$ cat src/rtl/kxp_ram.sv
module kxp_ram #(
  parameter int unsigned WIDTH = 32,
  parameter int unsigned DEPTH = 128,
  localparam int unsigned AW = (DEPTH > 1) ? $clog2(DEPTH) : 1
) (
  input  logic             clk_i,
  input  logic             we_i,
  input  logic [AW-1:0]    waddr_i,
  input  logic [WIDTH-1:0] wdata_i,
  input  logic             re_i,
  input  logic [AW-1:0]    raddr_i,
  output logic [WIDTH-1:0] rdata_o
);

  logic [WIDTH-1:0] mem_q [DEPTH];
  logic [WIDTH-1:0] rdata_q;

  always_ff @(posedge clk_i) begin
    if (we_i) begin
      mem_q[waddr_i] <= wdata_i;
    end
    if (re_i) begin
      rdata_q <= mem_q[raddr_i];
    end
  end

  assign rdata_o = rdata_q;

endmodule

$ cat config.mk
export PLATFORM = sky130hd
export DESIGN_NAME = kxp_ram
export DESIGN_NICKNAME = d
export VERILOG_FILES = /design/src/rtl/kxp_ram.sv
export SDC_FILE = /design/constraint.sdc
export NUM_CORES = 2
export LEC_CHECK = 0
export BUFFER_PORTS_ARGS = -buffer_cell sky130_fd_sc_hd__buf_4
export CORE_MARGIN = 2
export CORE_UTILIZATION = 48
export DETAILED_ROUTE_END_ITERATION = 7
export GPL_TIMING_DRIVEN = 0
export SETUP_SLACK_MARGIN = 0.2
export SYNTH_ARGS = -nofsm -noshare
export SYNTH_HDL_FRONTEND = slang
export SYNTH_SLANG_ARGS = --single-unit
export TNS_END_PERCENT = 50
$ cat constraint.sdc
create_clock -name clk_i -period 9 [get_ports clk_i]
set_input_delay 0 -clock clk_i [delete_from_list [all_inputs] [get_ports clk_i]]
set_output_delay 0 -clock clk_i [all_outputs]
set_load 0.005 [all_outputs]
# == Yosys cells after proc, flatten, opt, wreduce, memory -nomap -nowiden ==
# Memories as Yosys holds them, arrays and structs flattened. A register that Yosys moved wholly into a read port is not among the register bits.
# Cells that the tools add are included.
# word_totals
elab_cells,3
reg_bits,0
ram_bits,4096
memories,1
# classes
muxes,2
# mem_list
name,depth,width,rd,rd_clocked_by_memory_dff,wr,line_no,text
mem_q,128,32,1,1,1,15,logic [WIDTH-1:0] mem_q [DEPTH];
# ops
op,n
two-way mux 1 bit,2

# == Logic depth before layout (Yosys ltp) ==
# depth
depth_word,2
mapped_depth,8
mapped_depth_nobuf,4

# == Least setup slack after synthesis ==
# OpenSTA, ideal clock, no wires.
# synth_timing
path_type,input port to flip-flop
from,in we_i
to,"mem mem_q[98][0], enable pin"
arrival_time_ns,2.778
cell_stages,3
path_buffers,1
setup_ns,0.461
t_required_ns,8.539
slack_ns,5.761
path_cell_list,clkbuf_1 > nand4_1 > nor3_1
# synth_via
elab_chain_len,2
# synth_rtl
element,line_no,text
from (decl),7,"input logic we_i,"
two-way mux 1 bit,19,if (we_i) begin
two-way mux 1 bit (not written as such),20,mem_q[waddr_i] <= wdata_i;
to (decl),15,
# Every way passes these cells.

==> results list <==
- The run finished with clean final reports.
* Most frequent standard cell in the layout excluding fill and tap cells: sky130_fd_sc_hd__edfxtp_1
* Switching pwr: about 8.6 mW
* Detailed-router iteration count before antenna repair: 5
- Crit path buffers/inverters: 4
* Synthesized area per cell: between 20 and 30 um2
- For this run the aggregate overflow at the end of global routing stands at 0.
- For the final routed database, the setup TNS stands at 0 ns.
* Final-report setup violation count: 0
- The tool flagged a number of max-cap violations equal to 0.
- The initial antenna violation count is 69.
* Cts bufs inserted: around 400
- Final nets: between 6000 and 7000
- Power per standard cell area: 221 nW/um2
- Post-synthesis instance area: 157000 um2
- Port buffering added 69 buffers.
- In this run the tightest slew margin relative to its limit is 0.0266.
- The tree built by TritonCTS fans out to 4128 sinks.
* Post-route clock period utilization: 0.430
* Width of the die: 575 um
- Cell type with the highest occurrence count on the critical path: sky130_fd_sc_hd__mux4_2
* Data arrival time of the critical path: approximately 4.5 ns
- The total area inside the core boundary comes to 325000 um2.
- The routed design has 407000 um of wire.
* Switching share of power: 0.215
- Initial Util: 0.483
- Of all cell types, the one taking the most synthesized area is sky130_fd_sc_hd__edfxtp_1.
* Starting DRT DRC Count: 10000
- After detailed routing, the average wire length per cell comes to between 30 and 40 um.
* DP Area: 167000 um2
* CP max-delay cell: sky130_fd_sc_hd__buf_1
- In the global route stage, overall resource usage came out at 0.247.
- Max Clock Freq: 258 MHz
- Number of primary I/O pins: 81
- Via density per instance: 6.18
* DPL Wire Length: roughly 270000 um
- Crit path max-delay family: buffers and inverters
* Tightest Pin Transition: 1.46 ns
* Residual DRC count: 0
- Of the synthesized area, sequential elements account for 0.792.
- Counting flops and latches in the post-synthesis netlist gives 4128.
* Largest net degree at the start of global routing: 129
* CP Max Fanout: 11
* Number of nets with antenna violations after detailed routing: 0
- Unrepaired setup endpoints after global routing: false
- Cell internal power was estimated by the tool at roughly 31 mW.
- Synthesis produced a netlist whose cell count is 5990.
- The via count of the first global-routing pass is 71100.
- Yosys printed 0 warnings.
- The worst-case IR drop observed on VDD is 0.000158 V.
- Die H: between 500 and 600 um
- The number of nets handed over by synthesis was 6039.
- Global-route wire length before repair: approximately 560000 um
* Share of power burned in registers: 0.530
* Area share of the largest cell type after synthesis: 0.792
- Of the total power, the clock network draws 0.414.
* Depth of the CTS H-tree: 5
- Clock-pin slew was measured on the worst setup and hold paths at 0.06 ns.
* Number of core rows: 209
- In the final layout, the share of cells above drive strength 1 is 0.346.
- Clock period minus final worst setup slack: slightly below 4 ns
* Worst Path Class, Setup: in2reg
- Class of the tightest hold or removal check: in2reg
- The cell sitting at the root of the clock tree is a sky130_fd_sc_hd__clkbuf_16.
- The netlist uses 16 different library cells.
- Count of pins over their slew limit: 0
* Clock tree from TritonCTS: built
- The largest single stage delay on the critical path is 1.02 ns.
- The library cells used most frequently in the layout, excluding fill and tap cells, are sky130_fd_sc_hd__edfxtp_1, sky130_fd_sc_hd__mux4_2, sky130_fd_sc_hd__clkbuf_16.
- Yosys attributes the largest share of cell area to sky130_fd_sc_hd__edfxtp_1, sky130_fd_sc_hd__mux4_2, sky130_fd_sc_hd__clkbuf_1.
* Source-to-sink clock delay at the later pin of the worst-skew pair: approximately 0.95 ns
- Post-synthesis to final-layout area growth: 15.7%
- Kind of end point of the critical path: flop
* Part of the total power dissipated in combinational logic: 0.056
- The congestion estimate from routability-driven global placement came to 0.936.
- Vias after detailed routing: 70900
- Hold violation count in the final report: 0
- STA classifies the critical path startpoint as an input pin.
- The analysis attributes to cell leakage a power of about 55 nW.
* Post-route cell area: around 180000 um2
- Buffer depth of the longest clock path: 4
- Total Power: 40.1 mW
- Maximum clock skew at final layout: 0.0344 ns
- Traced cell by cell, the critical path runs through clkbuf_1 > buf_2 > clkbuf_2 > buf_1 > mux4_2 > mux4_2 > mux4_2 > mux2_2.
- At the worst endpoint, the required time is slightly below 10 ns.
- Die Area: 331000 um2
-- what timing repair did --
action / CTS / global route
hold endpoints to repair: 3611 / 32
setup endpoints to repair: 0 / 0
hold buffers: 37 / 2
gates resized for setup: 0 / 0
setup buffers: 0 / 0
-- through the flow --
step	worst slack, ns	util	hold slack, ns	std cells
after CTS	5.24	0.555	0.00840	11300
after floorplan	5.76	-	0.0989	5990
after global routing	5.17	0.558	0.0185	11400
final	5.13	0.558	0.0411	11500
after global placement	2.16	0.501	0.408	10400
after detailed placement	4.21	0.514	0.397	10600
-- worst register-to-register path, delay by kind of cell (launching register included) --
family	cells	cell delay, ns
flops	1	0.37
mux	4	2.28
-- path summary, 6_finish.rpt --
path	startpoint	slack (ns)	endpoint	cells past startpoint
worst max-delay path	raddr_i[2]	5.13	rdata_o[28]	8
worst min-delay path	wdata_i[15]	0.04	mem_q[12][15]	2
worst max register to register	mem_q[114][14]	6.09	rdata_o[14]	4
worst min register to register	mem_q[69][13]	1.24	rdata_o[13]	4
-- area by class of cell --
| type | count | area [um2] |
|---|---|---|
| Timing Repair Buffer | 302 | 5030 |
| Sequential cell | 4128 | 124000 |
| Buffer | 316 | 1350 |
| Tap cell | 4325 | 5410 |
| Clock buffer | 483 | 10400 |
| Multi-Input combinational cell | 1546 | 32300 |
| Clock inverter | 247 | 2440 |
| Antenna cell | 122 | 305 |
| Fill cell | 23300 | 143000 |
-- power by group through the flow --
stage	Sequential, mW	Clock [mW]	Combinational [mW]
CTS	21.3	16.8	2.19
floorplan	21.7	0	1.02
global placement	21.7	0	2.08
global route	21.3	17.6	2.33
detailed placement	21.7	0	2.17
finish	21.3	16.6	2.25
-- cell usage after synthesis (all sizes together) --
library cell  number
nor2             122
clkbuf           182
mux4            1344
buf              134
nand4              3
mux2              32
nand2b             2
nor3               9
or3                1
nor2b              7
nand3             12
edfxtp          4128
nand2             14
-- flip-flops by register name (all words and copies together), names as in the netlist --
name / cells
mem_q: 4096
rdata_o: 32
-- routing by layer --
metal,track usage,part of all wire
met4,0.0831,0.036
met1,0.350,0.40
met3,0.0543,0.089
met5,0,0.00014
met2,0.386,0.48
-- cells by family after synthesis --
family	after synthesis	share of synthesized area
multiplexers	1376	0.196
buffers and inverters	316	0.00837
AND/OR/NAND/NOR	170	0.00445
flip-flops	4128	0.792
(Power assumes the default switching activity.)
