===== config.mk =====
export PLATFORM = sky130hd
export DESIGN_NAME = kxp_slot_upd
export DESIGN_NICKNAME = d
export VERILOG_FILES = /design/src/rtl/kxp_pkg.sv /design/src/rtl/kxp_slot_upd.sv
export SDC_FILE = /design/constraint.sdc
export NUM_CORES = 1
export LEC_CHECK = 0
export BUFFER_PORTS_ARGS = -buffer_cell sky130_fd_sc_hd__buf_2
export CORE_ASPECT_RATIO = 0.75
export CORE_UTILIZATION = 23
export DETAILED_ROUTE_END_ITERATION = 6
export SYNTH_ARGS = -nofsm -noshare
export SYNTH_HDL_FRONTEND = slang
export SYNTH_SLANG_ARGS = --single-unit
export TNS_END_PERCENT = 20

===== constraint.sdc =====
create_clock -name vclk -period 16.6
set_clock_uncertainty 0.2 [all_clocks]
set_input_delay 4.98 -clock vclk [all_inputs]
set_output_delay 4.98 -clock vclk [all_outputs]
set_load 0.01 [all_outputs]

===== src/rtl/kxp_pkg.sv =====
package kxp_pkg;

  localparam int unsigned MAX_SLOTS = 128;
  localparam int unsigned SLOT_AW   = (MAX_SLOTS > 1) ? $clog2(MAX_SLOTS) : 1;
  localparam int unsigned CNT_W     = $clog2(MAX_SLOTS + 1);
  localparam int unsigned CFG_W     = 8;
  // common width for comparing the slot index against k
  localparam int unsigned KCMP_W    = (CNT_W > CFG_W) ? CNT_W : CFG_W;

  localparam int unsigned PRICE_W   = 16;
  localparam int unsigned BAL_W     = 32;
  localparam int unsigned PROFIT_W  = 31;
  localparam int unsigned SUM_W     = BAL_W + 2;

  localparam logic signed [BAL_W-1:0] HOLD_RESET = {1'b1, {(BAL_W-1){1'b0}}};
  localparam logic signed [BAL_W-1:0] REL_RESET  = '0;
  localparam logic signed [BAL_W-1:0] PROFIT_TOP = {1'b0, {(BAL_W-1){1'b1}}};

  localparam logic [CFG_W-1:0] K_RESET = CFG_W'(1);

  typedef struct packed {
    logic signed [BAL_W-1:0] hold;
    logic signed [BAL_W-1:0] rel;
  } slot_t;

endpackage


===== src/rtl/kxp_slot_upd.sv =====
module kxp_slot_upd import kxp_pkg::*; (
  input  logic [PRICE_W-1:0]      price_i,
  input  logic signed [BAL_W-1:0] prev_rel_i,
  input  slot_t                   old_i,
  output slot_t                   new_o
);

  logic signed [SUM_W-1:0] price_s;
  logic signed [SUM_W-1:0] sell_raw;
  logic signed [SUM_W-1:0] buy;
  logic signed [BAL_W-1:0] sell_sat;
  logic signed [BAL_W-1:0] sell;

  // sell after an improved buy equals prev_rel, so both sums run in parallel
  always_comb begin
    price_s  = signed'(SUM_W'(price_i));
    sell_raw = SUM_W'(old_i.hold) + price_s;
    buy      = SUM_W'(prev_rel_i) - price_s;

    sell_sat = (sell_raw > SUM_W'(PROFIT_TOP)) ? PROFIT_TOP : sell_raw[BAL_W-1:0];
    sell     = (sell_sat > prev_rel_i) ? sell_sat : prev_rel_i;

    new_o.hold = (buy > SUM_W'(old_i.hold)) ? buy[BAL_W-1:0] : old_i.hold;
    new_o.rel  = (sell > old_i.rel) ? sell : old_i.rel;
  end

endmodule


; ---- Word level (Yosys, flattened, before mapping)
; Index checks and enable logic that the tools add are counted.
[totals]
ff_bits = 0
input_bits = 112
output_inout_bits = 64
word_cells = 10
[classes]
addsub = 2
order_cmp = 4
n_mux = 4
[ops]
columns = cell, n
row1 = 2-to-1 mux 32 bit, 4
row2 = greater-than comparator 32 bit, 2
row3 = adder 32 x 17 -> 33 bit, 1
row4 = greater-than comparator 33 x 32 -> 1 bit, 1
row5 = "greater-than comparator 33 x 32 -> 1 bit, second input constant", 1
row6 = subtractor 32 x 17 -> 33 bit, 1

; ---- Depth between registers and ports, before layout
; Gate-level depths: netlist of run 1.
[depth]
ltp_word = 7
ltp_mapped = 33
ltp_nobuf = 28

; ---- Worst setup path before layout of run 1
; No wires, ideal clock.
[synth_path]
path_type = input to output
startpoint = input port price_i[0]
endpoint = output port new_o[21] (netlist name)
arrival_ns = 11.535
required_ns = 11.420
path_slack_ns = -0.115
stages = 33
path_buffers = 6
path_cell_list = ha_1 inv_1 fa_1 nand2b_1 a21oi_1 o211ai_1 and3b_1 or4_1 o21a_2 buf_4 nand2_1 ha_1 a21o_1 a21oi_1 o221ai_1 a31oi_1 nor2_1 a211oi_1 buf_2 buf_2 clkbuf_1 a31oi_1 ha_1 a211oi_1 nor2_1 a2111oi_0 o31ai_1 a211oi_1 a211oi_1 and2_1 buf_1 clkbuf_1 a221o_1
[synth_rtl]
columns = item, line
row1 = start: declaration, kxp_slot_upd.sv:2  ; input logic [PRICE_W-1:0] price_i,
row2 = end: declaration, kxp_slot_upd.sv:5  ; output slot_t new_o

==> results of run 1 <==
worst min-delay path, delay by kind of cell:
family	cells	cell delay [ps]
compound gates	1	50
buf+inv	2	210
simple gates	1	40
final timing paths:
path / from / to / slack [ps] / cells after the start
worst max-delay path: price_i[0] / new_o[13] / -150 / 35
worst min-delay path: old_i[18] / new_o[18] / 10060 / 4
metal layers:
metal,track usage,part of all wire,up-vias
met5,0,0.00048,-
met1,0.270,0.50,3620
li1,-,-,3919
met4,0.0135,0.0043,2
met3,0.0243,0.068,10
met2,0.299,0.43,289
report_power, final:
group	internal [mW]	total (mW)	switching, mW	leakage, nW
registers	0	0	0	0
clock network	0.0000000161	0.0000000161	0	0.0000127
logic	0.234	0.481	0.247	4.84
stage by stage:
stage | worst slack, ps | hold slack [ps] | power, mW | utilization | area [um2]
2_1_floorplan | 22.1 | 9880 | 0.255 | - | 6400
3_3_place_gp | -578 | 10060 | 0.444 | 0.327 | 8870
3_5_place_dp | -686 | 10070 | 0.449 | 0.327 | 8870
4_1_cts | -57.8 | 10070 | 0.477 | 0.343 | 9310
5_1_grt | -465 | 10090 | 0.527 | 0.344 | 9330
6_report | -152 | 10060 | 0.481 | 0.344 | 9330
cell type report:
class                           instances  share of cell area
Antenna cell                            2            0.000536
Inverter                              122              0.0491
Multi-Input combinational cell        734               0.651
Tap cell                              351              0.0471
Timing Repair Buffer                  356               0.252
kinds of logic after synthesis:
logic type      synth area share
simple gates               0.203
compound gates             0.263
buf+inv                   0.0947
fa+ha+maj                  0.259
mux                        0.118
xor+xnor                  0.0630
synth_stat cells (all sizes together), types with 15 or more instances:
cell type and n:
ha 129, inv 121, nor2 80, mux2 61, nand2 60, a21oi 47, o21ai 43, xnor2 36
nand4 28, nand3 23, a21o 21, a221o 19, o211ai 19, a211oi 17, buf 17, a31oi 15
timing repair:
action / in CTS / in global routing
hold buffers: 0 / 0
pin swaps: 31 / 1
gates cloned: 3 / 0
endpoints found under the setup margin: 32 / 32
buffers inserted: 13 / 1
resized for setup: 67 / 2
==> results.txt, run 1 <==
----------------------------------------------------
[Run status]
  Status ... finished, violations left
  Failing checks ... negative setup slack

[Floorplanning]
  Die area ... between 20,000 and 30,000 um2
  Chip Height ... approximately 150 um
  Io pins ... 176
  Floorplan row count ... 52
  Width of the chip ... 195 um
  Core Area ... around 27,000 um2
  Effective utilization at floorplan ... 0.236

[Critical path]
  Highest net fanout along the worst path ... 11
  Setup CP Type ... input port to primary output
  Family of cells with the greatest summed delay on the critical path ... compound AO/OA/AOI/OAI gates
  Most used cell, CP ... sky130_fd_sc_hd__buf_4
  Element type at the critical path end ... primary output
  CP max-delay cell ... sky130_fd_sc_hd__or4_4
  CP Data Arrival Time ... roughly 12,000 ps
  Delay contributed by the slowest stage of the critical path ... 500 ps
  Critical Path Source Type ... input port
  Worst path buffer plus inverter count ... 9
  Required time of the critical path ... approximately 11,000 ps

[STA]
  Final total negative setup slack ... -2770 ps
  Clock period minus worst slack ... around 17,000 ps
  Slew margin rel. ... 0.431
  Unrepaired setup endpoints after global routing ... yes
  Max Freq ... 0.0597 GHz
  Number of pins with negative max-slew slack in the final report ... 0
  Worst-margin pin slew ... between 800 and 900 ps
  Slack of the critical path ... -152 ps
  Ratio of final minimum period to clock period ... 1.01
  Final setup violation count ... 30
  Hold violation total from the final report ... 0

[Synth]
  Net Count, Synth ... 1,123
  Sequential area share after synthesis ... 0
  Synthesized area per cell ... approximately 7.3 um2
  Ranking of synthesized cells by area ... sky130_fd_sc_hd__ha_1 25%, sky130_fd_sc_hd__inv_1 7.1%, sky130_fd_sc_hd__mux2_1 5.1%
  Synthesized area ... between 6000 and 7000 um2
  Library cell occupying the most area in the post-synthesis netlist ... sky130_fd_sc_hd__ha_1
  Post-synthesis cell type count ... a little over 70
  Number of standard cells after synthesis ... between 800 and 900
  Share of the synthesized area in the top cell type ... 0.252
  Yosys Warn Count ... 0

[Global route]
  First-pass GRT wire length ... between 40 and 50 mm
  Pin count of the biggest net entering global routing ... 29
  Total overflow reported by the global router ... 0
  Total routing resource utilization after global routing ... 0.185
  Via count of the first global-routing pass ... roughly 7,800
  Initial antenna violation count ... 3

[Detailed routing]
  Starting DRT DRC Count ... ~500
  Detailed Routing Iterations Pass 1 ... 5
  Via/cell ratio ... 5.01
  Drt drc ... 0
  Routed length per instance ... about 17 um
  Total Wirelength ... 27.2 mm
  Total via count in the routed design ... ~7,800
  Final ANT Viol Nets ... 0

[Finish]
  Commonest non-fill, non-tap cell in the layout ... sky130_fd_sc_hd__buf_2
  Area growth from synthesis to layout ... 45.9%
  Number of clock buffer instances in the layout ... 0
  Seq. cell area ... 0 um2
  Commonest cells after routing, fill and taps aside ... 175 x sky130_fd_sc_hd__buf_2, 168 x sky130_fd_sc_hd__buf_4, 123 x sky130_fd_sc_hd__ha_1
  Sequential cells ... 0
  Multi-input gate area ... 6080 um2
  Fill count ... around 2,900
  Final Net Count ... 1,457
  Non-Filler Instances ... 1,565
  Fraction of layout cells with a size suffix above 1 ... 0.371

[Power and ir drop]
  Pwr dens ... 51.6 nW/um2
  Worst vdd ir ... around 0.000029 V
  Cell leakage power ... around 4.8 nW

[Place]
  Detailed placer's ending HPWL ... approximately 24 mm
  Final RePlAce weighted congestion ... approximately 0.9
  Post-Place Cells ... 1,546
  Port Buf Inserts ... ~180

[Run]
  Max-cap violations ... 0

[Worst hold path]
  Worst min-delay path class ... input port to primary output

----------------------------------------------------
No activity file was read; power rests on OpenSTA's default activity.
==> run 2, diff against run 1 <==
CORE_UTILIZATION = 47   (was 23)
PLACE_DENSITY = 0.76   (was default)
==> run 2 against run 1 <==
The flow still finishes with violations (negative setup slack). Global-route usage grew 14 points. Sequential share of layout area is the same. Combinational power increased by 6.2%. Die area decreased by 51%. Wire length down 6.8%. Final area increased by 1.2%. Non-clock buffer count grew 15.
==> results.txt, run 2 (synthesis gave the netlist of run 1 again) <==
----------------------------------------------------
[Place]
  Post-Place Cells ... 1,369 (-11%)
  Final RePlAce weighted congestion ... 1.03 (+14%)
  Port Buf Inserts ... 176 (unchanged)
  Detailed placer's ending HPWL ... 19.6 mm (-17%)
  Place WS ... -1070 ps (-381 ps)

[STA]
  Slack of the critical path ... -306 ps (-154 ps)
  Worst-margin pin slew ... 837 ps (-8.53 ps)
  Final setup violation count ... 32 (+6.7%)
  Clock period minus worst slack ... 16,910 ps (+154 ps)
  Number of pins with negative max-slew slack in the final report ... 0 (unchanged)
  Final total negative setup slack ... -8360 ps (-5590 ps)
  Max Freq ... 0.0591 GHz (-0.91%)
  Slew margin rel. ... 0.439 (+0.00790)
  Ratio of final minimum period to clock period ... 1.02 (+0.00927)
  Hold violation total from the final report ... 0 (unchanged)
  Unrepaired setup endpoints after global routing ... yes

[Global route]
  Initial antenna violation count ... 1 (-2)
  Via count of the first global-routing pass ... 7,288 (-6.2%)
  First-pass GRT wire length ... 36.2 mm (-14%)
  Total routing resource utilization after global routing ... 0.324 (+0.139)
  Total overflow reported by the global router ... 0 (unchanged)
  Pin count of the biggest net entering global routing ... 29 (unchanged)

[Finish]
  Non-Filler Instances ... 1,398 (-11%)
  Core Util, Final ... 0.721 (+0.377)
  Seq. cell area ... 0 um2 (unchanged)
  Multi-input gate area ... 6240 um2 (+2.6%)
  Area growth from synthesis to layout ... 47.7%
  Fraction of layout cells with a size suffix above 1 ... 0.401 (+0.0300)
  Commonest non-fill, non-tap cell in the layout ... sky130_fd_sc_hd__buf_4
  Sequential cells ... 0 (unchanged)
  Number of clock buffer instances in the layout ... 0 (unchanged)
  Final Net Count ... 1,471 (+0.96%)
  Commonest cells after routing, fill and taps aside ... 176 x sky130_fd_sc_hd__buf_4, 174 x sky130_fd_sc_hd__buf_2, 119 x sky130_fd_sc_hd__inv_1, 119 x sky130_fd_sc_hd__ha_1, 74 x sky130_fd_sc_hd__nor2_1
  Fill count ... 998 (-65%)

[Floorplanning]
  Width of the chip ... 137 um (-30%)
  Core Area ... 13,100 um2 (-52%)
  Chip Height ... 103 um (-30%)
  Io pins ... 176 (unchanged)
  Effective utilization at floorplan ... 0.488 (+0.252)
  Die area ... 14,100 um2 (-51%)
  Floorplan row count ... 36 (-31%)

[Worst hold path]
  Worst min-delay path class ... input port to primary output

[Run status]
  Failing checks ... negative setup slack
  Status ... finished, violations left

[Detailed routing]
  Starting DRT DRC Count ... 779 (+56%)
  Via/cell ratio ... 5.92 (+18%)
  Detailed Routing Iterations Pass 1 ... 5 (unchanged)
  Routed length per instance ... 18.1 um (+4.3%)
  Total via count in the routed design ... 8,272 (+5.5%)
  Drt drc ... 0 (unchanged)
  Total Wirelength ... 25.4 mm (-6.8%)
  Final ANT Viol Nets ... 0 (unchanged)

[Critical path]
  CP max-delay cell ... sky130_fd_sc_hd__a2111o_1
  CP Data Arrival Time ... 11,730 ps (+160 ps)
  Delay contributed by the slowest stage of the critical path ... 430 ps (-70 ps)
  Required time of the critical path ... 11,420 ps (about the same)
  Worst setup path start ... price_i[5]
  Highest net fanout along the worst path ... 8 (-3)
  Critical Path Source Type ... input port
  Element type at the critical path end ... primary output
  Setup CP Type ... input port to primary output
  Most used cell, CP ... sky130_fd_sc_hd__buf_4
  End point of the critical path ... new_o[9]

[Run]
  Max-cap violations ... 0 (unchanged)

[Power and ir drop]
  Worst vdd ir ... 0.0000372 V (+28%)
  Overall power after layout ... 511 uW (+6.1%)
  Pwr dens ... 54.1 nW/um2 (+4.8%)
  Cell leakage power ... 4.96 nW (+2.6%)

[CTS]
  Cts hold-fix bufs ... 0 (unchanged)

----------------------------------------------------
-- run 2: worst min-delay path by stage --
stage / from / endpoint / cells past startpoint
2_1_floorplan: old_i[32] / new_o[32] / 2
3_3_place_gp: old_i[18] / new_o[18] / 4
3_5_place_dp: old_i[18] / new_o[18] / 4
4_1_cts: old_i[18] / new_o[18] / 4
5_1_grt: old_i[53] / new_o[53] / 3
6_report: old_i[53] / new_o[53] / 3
-- run 2: per-layer routing --
layer,global-route usage,up-vias,wire (um),part of all wire
met5,0,-,0,0
met4,0.0658,0,770,0.030
met3,0.0457,75,2630,0.10
met2,0.525,453,10800,0.43
met1,0.454,3797,11100,0.44
li1,-,3947,-,-
-- run 2: cell type report --
type | instances | area share
antenna | 1 | 0.000265
inverter | 122 | 0.0485
multi-input combinational | 733 | 0.660
tap | 171 | 0.0227
timing repair buffer | 371 | 0.268
-- run 2: per-stage QoR --
stage,hold slack (ps),instance area (um2)
floorplan,9880,6400
finish,10080,9440
global route,10100,9440
CTS,10070,8870
global placement,10070,8670
detailed placement,10070,8670
-- run 2: where the power goes --
group	internal (mW)	switching, mW	total, mW
combinational	0.252	0.259	0.511
clock	0.0000000255	0	0.0000000256
sequential	0	0	0
-- run 2: timing repair --
item,in CTS,in global routing
setup buffers,14,14
endpoints found under the setup margin,32,32
pin swaps,12,47
resized for setup,30,84
gates cloned,0,3
-- run 2: worst max-delay path, delay by kind of cell --
family,cells,cell delay (ps)
compound gates,9,2100
xor+xnor,1,340
fa+ha+maj,3,950
buf+inv,8,1380
mux,2,650
simple gates,7,1310
==> run 3, diff against run 2 <==
--- a/config.mk
+++ b/config.mk
@@ -10,4 +10,5 @@
 export CORE_UTILIZATION = 47
 export DETAILED_ROUTE_END_ITERATION = 6
+export GPL_ROUTABILITY_DRIVEN = 0
 export PLACE_DENSITY = 0.76
 export SYNTH_ARGS = -nofsm -noshare
==> constraint.sdc (replaced) <==
create_clock -name vclk -period 16.6
set_clock_uncertainty 0.2 [all_clocks]
set_input_delay 3.32 -clock vclk [all_inputs]
set_output_delay 3.32 -clock vclk [all_outputs]
set_load 0.01 [all_outputs]
==> run 3 against run 2 <==
The run now ends clean. Core utilization is 15 points lower. Final area is 21% lower. Die area stayed put. Worst hold slack worse by 3300 ps. Fmax is 7.0% higher. Final cell count is 13% lower. Critical path depth is 5 lower. Combinational power is 25% lower. Setup slack better by 1100 ps. Global-route usage is 3.7 points lower. Wire length is 17% lower. Via count is 12% lower. Largest cell class unchanged.
==> results.txt, run 3 (synthesis gave the netlist of run 1 again) <==
----------------------------------------------------
[Finish]
  Fraction of layout cells with a size suffix above 1 ... 0.237 (-0.164)
  Non-Filler Instances ... 1,210 (-13%)
  Core Util, Final ... 0.567 (-0.154)
  Final Net Count ... 1,283 (-13%)
  Area growth from synthesis to layout ... 16.2%
  Number of clock buffer instances in the layout ... 0 (unchanged)
  Final instance area ... 7430 um2 (-21%)
  Sequential cells ... 0 (unchanged)
  Commonest cells after routing, fill and taps aside ... 176 x sky130_fd_sc_hd__buf_2, 129 x sky130_fd_sc_hd__ha_1, 121 x sky130_fd_sc_hd__inv_1
  Seq. cell area ... 0 um2 (unchanged)
  Commonest non-fill, non-tap cell in the layout ... sky130_fd_sc_hd__buf_2

[Global route]
  Via count of the first global-routing pass ... 6,349 (-13%)
  Pin count of the biggest net entering global routing ... 33 (+14%)
  Total overflow reported by the global router ... 0 (unchanged)
  First-pass GRT wire length ... 32.0 mm (-12%)
  Total routing resource utilization after global routing ... 0.287 (-0.0370)
  Initial antenna violation count ... 1 (unchanged)

[Place]
  Placement Cell Area ... 7430 um2 (-14%)
  Post-Place Cells ... 1,209 (-12%)
  Detailed placer's ending HPWL ... 18.2 mm (-7.2%)
  Port Buf Inserts ... 176 (unchanged)

[Critical path]
  Most used cell, CP ... sky130_fd_sc_hd__ha_1
  Element type at the critical path end ... primary output
  Highest net fanout along the worst path ... 32 (+24)
  CP max-delay cell ... sky130_fd_sc_hd__nor2_1
  Critical Path Source Type ... input port
  Delay contributed by the slowest stage of the critical path ... 980 ps (+550 ps)
  Setup CP Type ... input port to primary output
  Worst setup path start ... old_i[40]
  Required time of the critical path ... 13,080 ps (+1660 ps)
  CP Data Arrival Time ... 12,280 ps (+550 ps)

[Floorplanning]
  Floorplan row count ... 36 (unchanged)
  Io pins ... 176 (unchanged)
  Die area ... 14,100 um2 (unchanged)
  Effective utilization at floorplan ... 0.488 (unchanged)
  Width of the chip ... 137 um (unchanged)
  Chip Height ... 103 um (unchanged)
  Core Area ... 13,100 um2 (unchanged)

[STA]
  Ratio of final minimum period to clock period ... 0.952 (-0.0669)
  Number of pins with negative max-slew slack in the final report ... 0 (unchanged)
  Worst-margin pin slew ... 1300 ps (+467 ps)
  Slew margin rel. ... 0.127 (-0.312)
  Final setup violation count ... 0 (-100%)
  Clock period minus worst slack ... 15,800 ps (-1110 ps)
  Final total negative setup slack ... 0 ps (+8360 ps)
  Unrepaired setup endpoints after global routing ... no
  Max Freq ... 0.0633 GHz (+7.0%)
  Hold violation total from the final report ... 0 (unchanged)

[Worst hold path]
  Worst min-delay path class ... input port to primary output
  Worst Hold Launch ... old_i[19]

[Power and ir drop]
  Cell leakage power ... 3.93 nW (-21%)
  Worst vdd ir ... 0.0000335 V (-10%)
  Pwr dens ... 51.5 nW/um2 (-4.7%)

[CTS]
  Cts hold-fix bufs ... 0 (unchanged)
  Setup Fix Bufs, Post-CTS ... 0 (-14)
  Count of cells resized by post-cts repair ... 0 (-100%)

[Detailed routing]
  Drt drc ... 0 (unchanged)
  Detailed Routing Iterations Pass 1 ... 5 (unchanged)
  Starting DRT DRC Count ... 516 (-34%)
  Final ANT Viol Nets ... 0 (unchanged)
  Total via count in the routed design ... 7,245 (-12%)
  Total Wirelength ... 21.2 mm (-17%)
  Via/cell ratio ... 5.99 (+1.2%)
  Routed length per instance ... 17.5 um (-3.6%)

[Run]
  Max-cap violations ... 0 (unchanged)

[Run status]
  Status ... completed

----------------------------------------------------
[run 3: cell types whose count changed in the layout (fill, tap and decap cells not counted), sizes merged]
cell,before,now
clkbuf,2,0
buf,369,183
[run 3: per-layer routing]
layer	up-vias	routed length, um	track usage
li1	3564	-	-
met1	3299	10000	0.416
met2	354	8880	0.455
met3	28	1870	0.0261
met4	0	400	0.0650
met5	-	0	0
[run 3: metrics by stage]
step	hold slack [ps]	power [mW]	worst slack (ps)
floorplan	6560	0.255	3210
global placement	6750	0.372	1350
detailed placement	6760	0.375	1070
CTS	6760	0.378	1020
global route	6780	0.421	415
finish	6750	0.383	804
[run 3: power breakdown]
group | total, mW | internal, mW | switching (mW)
Combinational | 0.383 | 0.167 | 0.216
Clock | 0.00000000806 | 0.00000000806 | 0
Sequential | 0 | 0 | 0
Total | 0.383 | 0.167 | 0.216
[run 3: final cells by class]
| type | instances | area (um2) |
|---|---|---|
| diodes | 1 | 2.50 |
| well taps | 171 | 214 |
| multi-input cells | 733 | 5820 |
| fillers | 1297 | 5680 |
| repair buffers | 183 | 933 |
| inverters | 122 | 458 |
[run 3: path summary, 6_finish.rpt]
path,end,slack (ps),cells past startpoint
setup / recovery,new_o[24],800,25
hold / removal,new_o[19],6750,4
[run 3: critical path, delay by kind of cell]
family	cells	cell delay [ps]
AND/OR/NAND/NOR	7	3110
adder cells (fa/ha/maj)	3	1110
AO/OA/AOI/OAI	11	3700
multiplexers	1	380
buffers and inverters	3	640
